==> config.mk <==
export PLATFORM = sky130hd
export DESIGN_NAME = double_ended_queue_top
export DESIGN_NICKNAME = d
export VERILOG_FILES = /design/src/rtl/dq_pkg.sv /design/src/rtl/dq_cell.sv /design/src/rtl/double_ended_queue_top.sv
export SDC_FILE = /design/constraint.sdc
export NUM_CORES = 1
export LEC_CHECK = 0
export BUFFER_PORTS_ARGS = -buffer_cell sky130_fd_sc_hd__clkbuf_2
export CORE_MARGIN = 2
export CORE_UTILIZATION = 50
export DETAILED_ROUTE_END_ITERATION = 8
export PLACE_DENSITY_LB_ADDON = 0.15
export RECOVER_POWER = 100
export SLEW_MARGIN = 40
export SYNTH_ARGS = -nofsm -noshare
export SYNTH_HDL_FRONTEND = slang
export SYNTH_SLANG_ARGS = --single-unit
==> constraint.sdc <==
create_clock -name aclk -period 4.8 [get_ports aclk]
set_input_delay 0.48 -clock aclk [delete_from_list [all_inputs] [get_ports aclk]]
set_output_delay 0.48 -clock aclk [all_outputs]
set_load 0.05 [all_outputs]
==> src/rtl/dq_pkg.sv <==
package dq_pkg;

    // Operation codes carried on the input tuser.
    localparam logic [2:0] OP_PUSH_R = 3'd0;
    localparam logic [2:0] OP_POP_L  = 3'd1;
    localparam logic [2:0] OP_POP_R  = 3'd2;
    localparam logic [2:0] OP_PEEK_L = 3'd3;
    localparam logic [2:0] OP_PEEK_R = 3'd4;

    // Status codes carried on the output tuser.
    localparam logic [1:0] STATUS_OK    = 2'd0;
    localparam logic [1:0] STATUS_UNDER = 2'd1;
    localparam logic [1:0] STATUS_OVER  = 2'd2;

    // Defaults for the top-level parameters.
    localparam int DEPTH_DEF       = 16;
    localparam int VALUE_WIDTH_DEF = 32;

    // Fixed widths of the word fields.
    localparam int OP_W        = 3;
    localparam int VALUE_OUT_W = 32;
    localparam int COUNT_OUT_W = 5;
    localparam int STATUS_W    = 2;
    localparam int S_TDATA_W   = 32;
    localparam int M_TDATA_W   = 40;

    // Controls broadcast from the top level to every cell. At most one is set.
    typedef struct packed {
        logic push;
        logic pop_left;
        logic pop_right;
    } dq_ctrl_t;

endpackage

==> src/rtl/dq_cell.sv <==
module dq_cell #(
    parameter int VALUE_WIDTH = dq_pkg::VALUE_WIDTH_DEF
) (
    input  logic                   aclk,
    input  logic                   aresetn,
    input  dq_pkg::dq_ctrl_t       ctrl,
    input  logic [VALUE_WIDTH-1:0] push_value,
    input  logic                   prev_valid,
    input  logic                   next_valid,
    input  logic [VALUE_WIDTH-1:0] next_data,
    output logic                   valid,
    output logic [VALUE_WIDTH-1:0] data,
    output logic [VALUE_WIDTH-1:0] tap
);
    import dq_pkg::*;

    logic                   valid_reg;
    logic                   valid_next;
    logic [VALUE_WIDTH-1:0] data_reg;
    logic [VALUE_WIDTH-1:0] data_next;

    always_comb begin
        valid_next = valid_reg;
        data_next  = data_reg;
        if (ctrl.pop_left) begin
            // Every entry moves one place toward the left end.
            valid_next = next_valid;
            data_next  = next_data;
        end else if (ctrl.pop_right) begin
            // The rightmost occupied cell lets go of its entry.
            valid_next = valid_reg & next_valid;
        end else if (ctrl.push && !valid_reg && prev_valid) begin
            // The first free cell takes the new entry.
            valid_next = 1'b1;
            data_next  = push_value;
        end
    end

    always_ff @(posedge aclk) begin
        if (!aresetn) begin
            valid_reg <= 1'b0;
        end else begin
            valid_reg <= valid_next;
        end
        data_reg <= data_next;
    end

    assign valid = valid_reg;
    assign data  = data_reg;
    assign tap   = (valid_reg && !next_valid) ? data_reg : '0;

endmodule

==> src/rtl/double_ended_queue_top.sv <==
// Result: a result word appears on the m_ side in the cycle after its input word is accepted.
// Throughput: one word per cycle; the output register lets a new word in while the
// previous result is taken in the same cycle, so only a stalled m_ side slows it down.
// Reset: aresetn is synchronous and active low; it empties the queue and drops any
// pending result. Stored entry data is not cleared.
module double_ended_queue_top #(
    parameter int DEPTH       = dq_pkg::DEPTH_DEF,
    parameter int VALUE_WIDTH = dq_pkg::VALUE_WIDTH_DEF
) (
    input  logic                           aclk,
    input  logic                           aresetn,
    // Input channel.
    input  logic                           s_tvalid,
    output logic                           s_tready,
    input  logic [dq_pkg::S_TDATA_W-1:0]   s_tdata,  // [31:0] push_value
    input  logic [dq_pkg::OP_W-1:0]        s_tuser,  // [2:0] operation
    // Result channel.
    output logic                           m_tvalid,
    input  logic                           m_tready,
    output logic [dq_pkg::M_TDATA_W-1:0]   m_tdata,  // [31:0] read_value, [32] is_empty,
                                                     // [37:33] entry_count, [39:38] zero
    output logic [dq_pkg::STATUS_W-1:0]    m_tuser   // [1:0] status
);
    import dq_pkg::*;

    // The queue lives in a row of DEPTH cells. Cell 0 always holds the left end and
    // the occupied cells form an unbroken run from cell 0. A push fills the first free
    // cell, a left pop shifts the whole row one place left, and a right pop clears the
    // last occupied cell. Each cell offers its entry on a tap when it is the rightmost
    // occupied cell, so the right end is the OR of all taps.
    localparam int CW = $clog2(DEPTH + 1);

    logic [CW-1:0]          count_reg;
    logic [CW-1:0]          count_next;
    logic                   out_valid_reg;
    logic [M_TDATA_W-1:0]   out_data_reg;
    logic [M_TDATA_W-1:0]   out_data_next;
    logic [STATUS_W-1:0]    out_status_reg;
    logic [STATUS_W-1:0]    out_status_next;

    logic [DEPTH-1:0]       cell_valid;
    logic [VALUE_WIDTH-1:0] cell_data [DEPTH];
    logic [VALUE_WIDTH-1:0] cell_tap  [DEPTH];
    logic [VALUE_WIDTH-1:0] push_value;
    logic [VALUE_WIDTH-1:0] right_value;
    logic [VALUE_WIDTH-1:0] read_value;
    logic [VALUE_OUT_W-1:0] read_value_out;
    logic [COUNT_OUT_W-1:0] count_out;
    logic [OP_W-1:0]        op;
    logic                   accept;
    logic                   empty;
    logic                   full;
    dq_ctrl_t               ctrl;

    // A new word is taken whenever the output register is free or being emptied.
    assign s_tready = !out_valid_reg || m_tready;
    assign accept   = s_tvalid && s_tready;
    assign op       = s_tuser;
    assign empty    = (count_reg == '0);
    assign full     = (count_reg == CW'(DEPTH));

    // The push value is kept to VALUE_WIDTH bits.
    generate
        if (VALUE_WIDTH <= S_TDATA_W) begin : g_push_narrow
            assign push_value = s_tdata[VALUE_WIDTH-1:0];
        end else begin : g_push_wide
            assign push_value = {{(VALUE_WIDTH - S_TDATA_W){1'b0}}, s_tdata};
        end
    endgenerate

    // Controls for the cell row; each is set only when the operation is legal.
    always_comb begin
        ctrl.push      = accept && (op == OP_PUSH_R) && !full;
        ctrl.pop_left  = accept && (op == OP_POP_L)  && !empty;
        ctrl.pop_right = accept && (op == OP_POP_R)  && !empty;
    end

    generate
        for (genvar i = 0; i < DEPTH; i++) begin : g_cell
            logic                   prev_v;
            logic                   next_v;
            logic [VALUE_WIDTH-1:0] next_d;
            if (i == 0) begin : g_first
                assign prev_v = 1'b1;
            end else begin : g_inner_prev
                assign prev_v = cell_valid[i-1];
            end
            if (i == DEPTH - 1) begin : g_last
                assign next_v = 1'b0;
                assign next_d = '0;
            end else begin : g_inner_next
                assign next_v = cell_valid[i+1];
                assign next_d = cell_data[i+1];
            end
            dq_cell #(
                .VALUE_WIDTH (VALUE_WIDTH)
            ) u_cell (
                .aclk       (aclk),
                .aresetn    (aresetn),
                .ctrl       (ctrl),
                .push_value (push_value),
                .prev_valid (prev_v),
                .next_valid (next_v),
                .next_data  (next_d),
                .valid      (cell_valid[i]),
                .data       (cell_data[i]),
                .tap        (cell_tap[i])
            );
        end
    endgenerate

    // At most one tap is nonzero, so the OR picks the right end.
    always_comb begin
        right_value = '0;
        for (int i = 0; i < DEPTH; i++) begin
            right_value = right_value | cell_tap[i];
        end
    end

    // Operation decode: the value read, the status and the new count.
    always_comb begin
        read_value      = '0;
        out_status_next = STATUS_OK;
        count_next      = count_reg;
        case (op)
            OP_PUSH_R: begin
                if (full) begin
                    out_status_next = STATUS_OVER;
                end else begin
                    count_next = count_reg + CW'(1);
                end
            end
            OP_POP_L, OP_PEEK_L: begin
                if (empty) begin
                    out_status_next = STATUS_UNDER;
                end else begin
                    read_value = cell_data[0];
                    if (op == OP_POP_L) begin
                        count_next = count_reg - CW'(1);
                    end
                end
            end
            OP_POP_R, OP_PEEK_R: begin
                if (empty) begin
                    out_status_next = STATUS_UNDER;
                end else begin
                    read_value = right_value;
                    if (op == OP_POP_R) begin
                        count_next = count_reg - CW'(1);
                    end
                end
            end
            default: begin
                // Unused codes leave the queue alone and report its state.
            end
        endcase
    end

    // Fit the value and the count into their fixed word fields.
    generate
        if (VALUE_WIDTH >= VALUE_OUT_W) begin : g_rd_narrow
            assign read_value_out = read_value[VALUE_OUT_W-1:0];
        end else begin : g_rd_wide
            assign read_value_out = {{(VALUE_OUT_W - VALUE_WIDTH){1'b0}}, read_value};
        end
        if (CW >= COUNT_OUT_W) begin : g_cnt_narrow
            assign count_out = count_next[COUNT_OUT_W-1:0];
        end else begin : g_cnt_wide
            assign count_out = {{(COUNT_OUT_W - CW){1'b0}}, count_next};
        end
    endgenerate

    assign out_data_next = {{(M_TDATA_W - VALUE_OUT_W - 1 - COUNT_OUT_W){1'b0}},
                            count_out, (count_next == '0), read_value_out};

    always_ff @(posedge aclk) begin
        if (!aresetn) begin
            count_reg     <= '0;
            out_valid_reg <= 1'b0;
        end else begin
            if (accept) begin
                count_reg     <= count_next;
                out_valid_reg <= 1'b1;
            end else if (m_tready) begin
                out_valid_reg <= 1'b0;
            end
        end
        if (accept) begin
            out_data_reg   <= out_data_next;
            out_status_reg <= out_status_next;
        end
    end

    assign m_tvalid = out_valid_reg;
    assign m_tdata  = out_data_reg;
    assign m_tuser  = out_status_reg;

endmodule

Yosys cells after proc, flatten, opt, wreduce, memory -nomap -nowiden
Index checks and enable logic that the tools add are counted.
{ "word_totals": {"output_inout_bits": 44, "register_bits": 574, "in_bits": 39} }
{ "classes": {"n_addsub": 2, "n_mux": 120, "n_eq_ne": 6, "bitwise": 32, "reduce_logical": 127} }
{ "ops": {"columns": ["cell", "count"], "rows": [
  ["32-bit two-way mux", 63],
  ["32-bit OR", 15],
  ["32-bit case mux with 2 select lines", 1],
  ["1-bit logical AND", 53],
  ["1-bit two-way mux", 48],
  ["3-bit nonzero test", 15],
  ["2-bit AND reduction", 16],
  ["2-bit nonzero test", 16],
  ["5-bit two-way mux", 5],
  ["1-bit logical NOT", 19],
  ["1-bit bitwise AND", 15],
  ["5-bit case mux with 3 select lines", 1],
  ["5-bit logical NOT", 2],
  ["3-bit by 2-bit equality test with 1-bit output (second input constant)", 2],
  ["5-bit by 1-bit adder with 5-bit output (second input constant)", 1],
  ["5-bit equality test (second input constant)", 1],
  ["5-bit by 1-bit subtractor with 5-bit output (second input constant)", 1],
  ["2-bit case mux with 2 select lines", 1],
  ["2-bit OR reduction", 2],
  ["4-bit OR reduction", 1],
  ["3-bit by 1-bit equality test with 1-bit output (second input constant)", 1],
  ["3-bit equality test (second input constant)", 1],
  ["3-bit logical NOT", 1],
  ["3-bit OR reduction", 1],
  ["4 further kinds", 5]
]} }

Longest topological paths before layout
{ "logic_depth": {"ltp_word": 20, "mapped_depth": 12} }

Hierarchy
Synthesis repeated with hierarchy kept, for this count alone.
{ "unflattened": {"hier_cells": 2141, "area_unflattened_um2": 31883.1} }
{ "by_module_without_submodules": {"columns": ["mod", "cells_each", "area_per_inst_um2", "instances", "seq_area_each_um2"], "rows": [
  ["dq_cell", 111, 1788.0, 16, 980.9],
  ["double_ended_queue_top", 365, 3275.6, 1, 1321.3]
]} }

Worst setup path after synthesis
Ideal clock, no wire load.
{ "synth_path": {"path_kind": "register to register", "from": "register out_valid_reg, in the netlist m_tvalid", "to": "register g_cell[0].u_cell.data_reg[0] (enable)", "period_less_slack_ps": 5705, "t_arrival_ps": 5239, "setup_time_ps": 466, "stages_incl_launch_ff": 7, "path_slack_ps": -905, "path_buffers": 1, "required_time_ps": 4334, "cell_sequence": "dfxtp_1 > nand2b_1 > nand2_1 > inv_1 > clkbuf_1 > nand2_1 > o21ai_0"} }
{ "synth_between": {"elab_chain_len": 8} }
{ "synth_rtl": {"columns": ["item", "line_no", "rtl"], "rows": [
  ["start: declaration", "double_ended_queue_top.sv:35", "logic out_valid_reg;"],
  ["start signal: assignment", "double_ended_queue_top.sv:179", "out_valid_reg <= 1'b0;"],
  ["start signal: assignment", "double_ended_queue_top.sv:183", "out_valid_reg <= 1'b1;"],
  ["start signal: assignment", "double_ended_queue_top.sv:185", "out_valid_reg <= 1'b0;"],
  ["1-bit logical NOT (*)", "double_ended_queue_top.sv:56", "assign s_tready = !out_valid_reg || m_tready;"],
  ["1-bit logical OR (*)", "double_ended_queue_top.sv:56", null],
  ["named net s_tready", "double_ended_queue_top.sv:14", "output logic s_tready,"],
  ["1-bit logical AND (*)", "double_ended_queue_top.sv:57", "assign accept = s_tvalid && s_tready;"],
  ["named net accept", "double_ended_queue_top.sv:50", "logic accept;"],
  ["1-bit logical AND (2 in series)", "double_ended_queue_top.sv:73", "ctrl.push = accept && (op == OP_PUSH_R) && !full;"],
  ["1-bit logical AND", "dq_cell.sv:32", "end else if (ctrl.push && !valid_reg && prev_valid) begin"],
  ["2-bit nonzero test (no line)", null, null],
  ["2-bit AND reduction (no line) (*)", null, null],
  ["end signal: assignment", "dq_cell.sv:45", "data_reg <= data_next;"],
  ["end: declaration", "dq_cell.sv:19", "logic [VALUE_WIDTH-1:0] data_reg;"]
]} }
Mark *: on every way through the listed nets, which the timed path passes. The rest lies on a longest branch.
A chain may end at the register's enable or synchronous reset.

Worst setup path in the final report
{ "layout_path": {"from": "register count_reg[0]", "to": "register g_cell[0].u_cell.data_reg[7] (enable)"} }
{ "layout_between": {"elab_chain_len": 6} }
{ "layout_rtl": {"columns": ["item", "line_no", "rtl"], "rows": [
  ["start: declaration", "double_ended_queue_top.sv:33", "logic [CW-1:0] count_reg;"],
  ["start signal: assignment", "double_ended_queue_top.sv:182", "count_reg <= count_next;"],
  ["5-bit equality test", "double_ended_queue_top.sv:60", "assign full = (count_reg == CW'(DEPTH));"],
  ["1-bit logical NOT", "double_ended_queue_top.sv:73", null],
  ["1-bit logical AND", "double_ended_queue_top.sv:73", null],
  ["1-bit logical AND", "dq_cell.sv:32", null],
  ["2-bit nonzero test (no line)", null, null],
  ["2-bit AND reduction (no line) (*)", null, null]
]} }
Every way passes the cells marked *; elsewhere a longest branch is shown, timed or not.

==> results.py <==
metrics = {
    "logic_synthesis": {
        "seq_area_frac_synth": 0.643,
        "synth_cell_types": 47,
        "ys_seq_elements": 574,
        "synth_edf_count": 520,
        "netlist_instances": 1907,
        "postSynthAreaPerCell_um2": 13.6,
        "synth_ff_type": "edfxtp_1",
        "synthArstFlopShare": 0,
        "yosysWarnings": 0,
        "netlist_area_um2": 26000,
    },
    "final_layout": {
        "design_area_um2": 28500,
        "final_cell_mix": "edfxtp_1, a21o_1, a22o_1",
        "largest_register_ff_count": 512,
        "mostFrequentLayoutCell": "edfxtp_1",
        "diodes": 0,
        "layoutNonFillerInstCount": 2615,
        "syn_to_final_growth_pct": 9.64,
        "final_nets": 1924,
        "num-fill-cells": 4285,
        "regArea_um2": 16700,
        "multi_input_area_um2": 8110,
        "layout-drive-gt1-share": 0.128,
    },
    "setup_path": {
        "cp_max_fo": 25,
        "crit_required_ps": 5090,
        "cp_top_family": "buffers and inverters",
        "critical_path_class": "flop to flop",
        "path_depth": 9,
        "rr_worst_depth": 9,
        "worstPathCellList": "inv_1 > ha_1 > nor4b_1 > clkbuf_1 > or3_1 > or2_2 > buf_4 > o21ai_0 > buf_4",
        "critPathSlowestCell": "o21ai_0",
        "cp_num_buf_inv": 4,
        "crit_arrival_ps": 4360,
        "cp_common_cell": "buf_4",
        "crit_path_start_kind": "flop",
        "slowest_delay_ps": 690,
        "cp-end-kind": "flop",
    },
    "grt": {
        "antenna_found_initial": 2,
        "grt_max_degree": 175,
        "grt_use_total": 0.284,
        "grt_pass1_vias": 17025,
        "grt_pass1_wl_um": 112000,
        "grt.overflow.total": 0,
    },
    "floorplanning": {
        "ios": 83,
        "initial_core_util": 0.507,
        "placementRows": 83,
        "die_height_um": 232,
        "fp.dieW_um": 232,
        "die_area_um2": 53800,
        "core_area_um2": 51300,
    },
    "timing": {
        "setup_slack_ps": 732,
        "timing.hold.ws_ps": 78.9,
        "fmax_mhz": 246,
        "final_hold_viol_count": 0,
        "tightestPinTransition_ps": 1710,
        "slew_viol_final": 113,
        "fin_setup_tns_ps": 0,
        "finalCritPeriodShare": 0.847,
        "min_period_ps": 4070,
        "rsz0062_at_grt": "no",
        "max-slew-margin-rel": -0.153,
        "setup_viol": 0,
        "skew_ps": 22.4,
    },
    "clocking": {
        "tritoncts": "done",
        "clk_pin_slew_ps": 60,
        "clock_path_buffers": 3,
        "cts_buffers": 61,
        "htreeDepth": 2,
        "cts.sinks": 574,
        "clock_latency_ps": 640,
        "cts_root_buffer": "clkbuf_16",
        "cts.hold.buffers_added": 0,
        "post_cts_resize_count": 0,
        "post-cts-setup-buffers": 0,
    },
    "worst_hold_path": {
        "whs_path_depth": 3,
        "hold_class": "primary input to flop",
    },
    "route": {
        "drc": 0,
        "routed_via_density": 6.74,
        "wl_per_cell_um": 29.5,
        "wl_um": 77100,
        "ant_nets": 0,
        "dr.first_iter.drc_count": 2596,
        "via_count": 17616,
        "drtPass1Iterations": 6,
    },
    "pwr": {
        "ir_worst_vdd_uv": 330,
        "power_density_nw_per_um2": 398,
        "p_leak_nw": 11.5,
    },
    "status": {
        "status": "complete, but fails checks",
        "violations": "max-capacitance violations, max-slew violations",
    },
    "job": {
        "drv_cap": 5,
    },
    "place": {
        "dpl_cell_area_um2": 26700,
        "hpwlAfterDp_um": 40600,
        "post-place-ws_ps": 1390,
        "dp.cells": 2500,
        "port_buffers": 80,
        "gp_congestion": 0.832,
    },
}
-- cell families after synthesis --
group,after synthesis,synth area share
adders and majority gates,2,0.000963
other,1,0.000144
xor gates and xnor gates,4,0.00135
and+or+nand+nor,235,0.0479
AOI/OAI and AO/OA,864,0.255
DFF,574,0.643
buffers and inverters,227,0.0525
-- synthesized netlist by cell type, types with 2 or more instances --
cell type	instances	area [µm²]
edfxtp_1	520	15600
a21o_1	482	3620
a22o_1	107	937
nand2_1	107	402
clkbuf_1	98	368
a22oi_1	87	653
a221oi_1	86	753
buf_6	58	653
buf_2	55	275
dfxtp_1	54	1080
a21oi_1	53	265
nand4_1	44	275
and2_4	27	236
o21ai_0	20	100
nor2b_1	15	93.8
o221a_2	15	169
nand3_1	8	40.0
buf_1	7	26.3
inv_1	7	26.3
nor2_1	7	26.3
and2_1	5	31.3
nor3_1	5	25.0
or3_1	4	25.0
xnor2_1	4	35.0
and3_1	3	18.8
o211a_1	3	30.0
buf_4	2	15.0
ha_1	2	25.0
nand2b_1	2	12.5
nor3b_1	2	15.0
nor4_1	2	12.5
-- path summary, 6_finish.rpt --
check	from	end	slack, ps
setup / recovery	count_reg[0]	g_cell[0].u_cell.data[7]	730
hold / removal	s_tdata[31]	g_cell[15].u_cell.data[31]	80
setup reg to reg	count_reg[0]	g_cell[0].u_cell.data[7]	730
hold reg to reg	g_cell[15].u_cell.data[2]	g_cell[15].u_cell.data[2]	480
-- through the flow --
step	power [mW]	utilization
after CTS	11.4	0.560
after detailed placement	6.78	0.521
after global routing	11.6	0.555
after global placement	6.75	0.519
after floorplan	6.51	-
final	11.3	0.555
-- power breakdown --
| part | switching [mW] | total (mW) | leakage [nW] | internal (mW) |
|---|---|---|---|---|
| clock network | 2.01 | 4.67 | 0.961 | 2.66 |
| registers | 0.0702 | 5.69 | 5.18 | 5.62 |
| logic | 0.646 | 0.988 | 5.39 | 0.342 |
-- area by class of cell --
type / count / area share
clock inverters: 32 / 0.00865
inverters: 7 / 0.000922
flip-flops and latches: 574 / 0.586
repair buffers: 132 / 0.0295
multi-input cells: 1107 / 0.285
well taps: 680 / 0.0299
clock buffers: 83 / 0.0604
-- routing by layer --
metal,global-route usage,up-vias,share of wire
met3,0.0580,201,0.10
met4,0.103,4,0.035
met5,0,-,0.00039
met2,0.441,1065,0.46
met1,0.397,8881,0.40
li1,-,7465,-
-- tightest hold or removal path, stage by stage --
cell and delay, ps:
clkbuf_2 90, nand2_1 50, a21oi_1 50
Power figures use the tool's default switching activity.
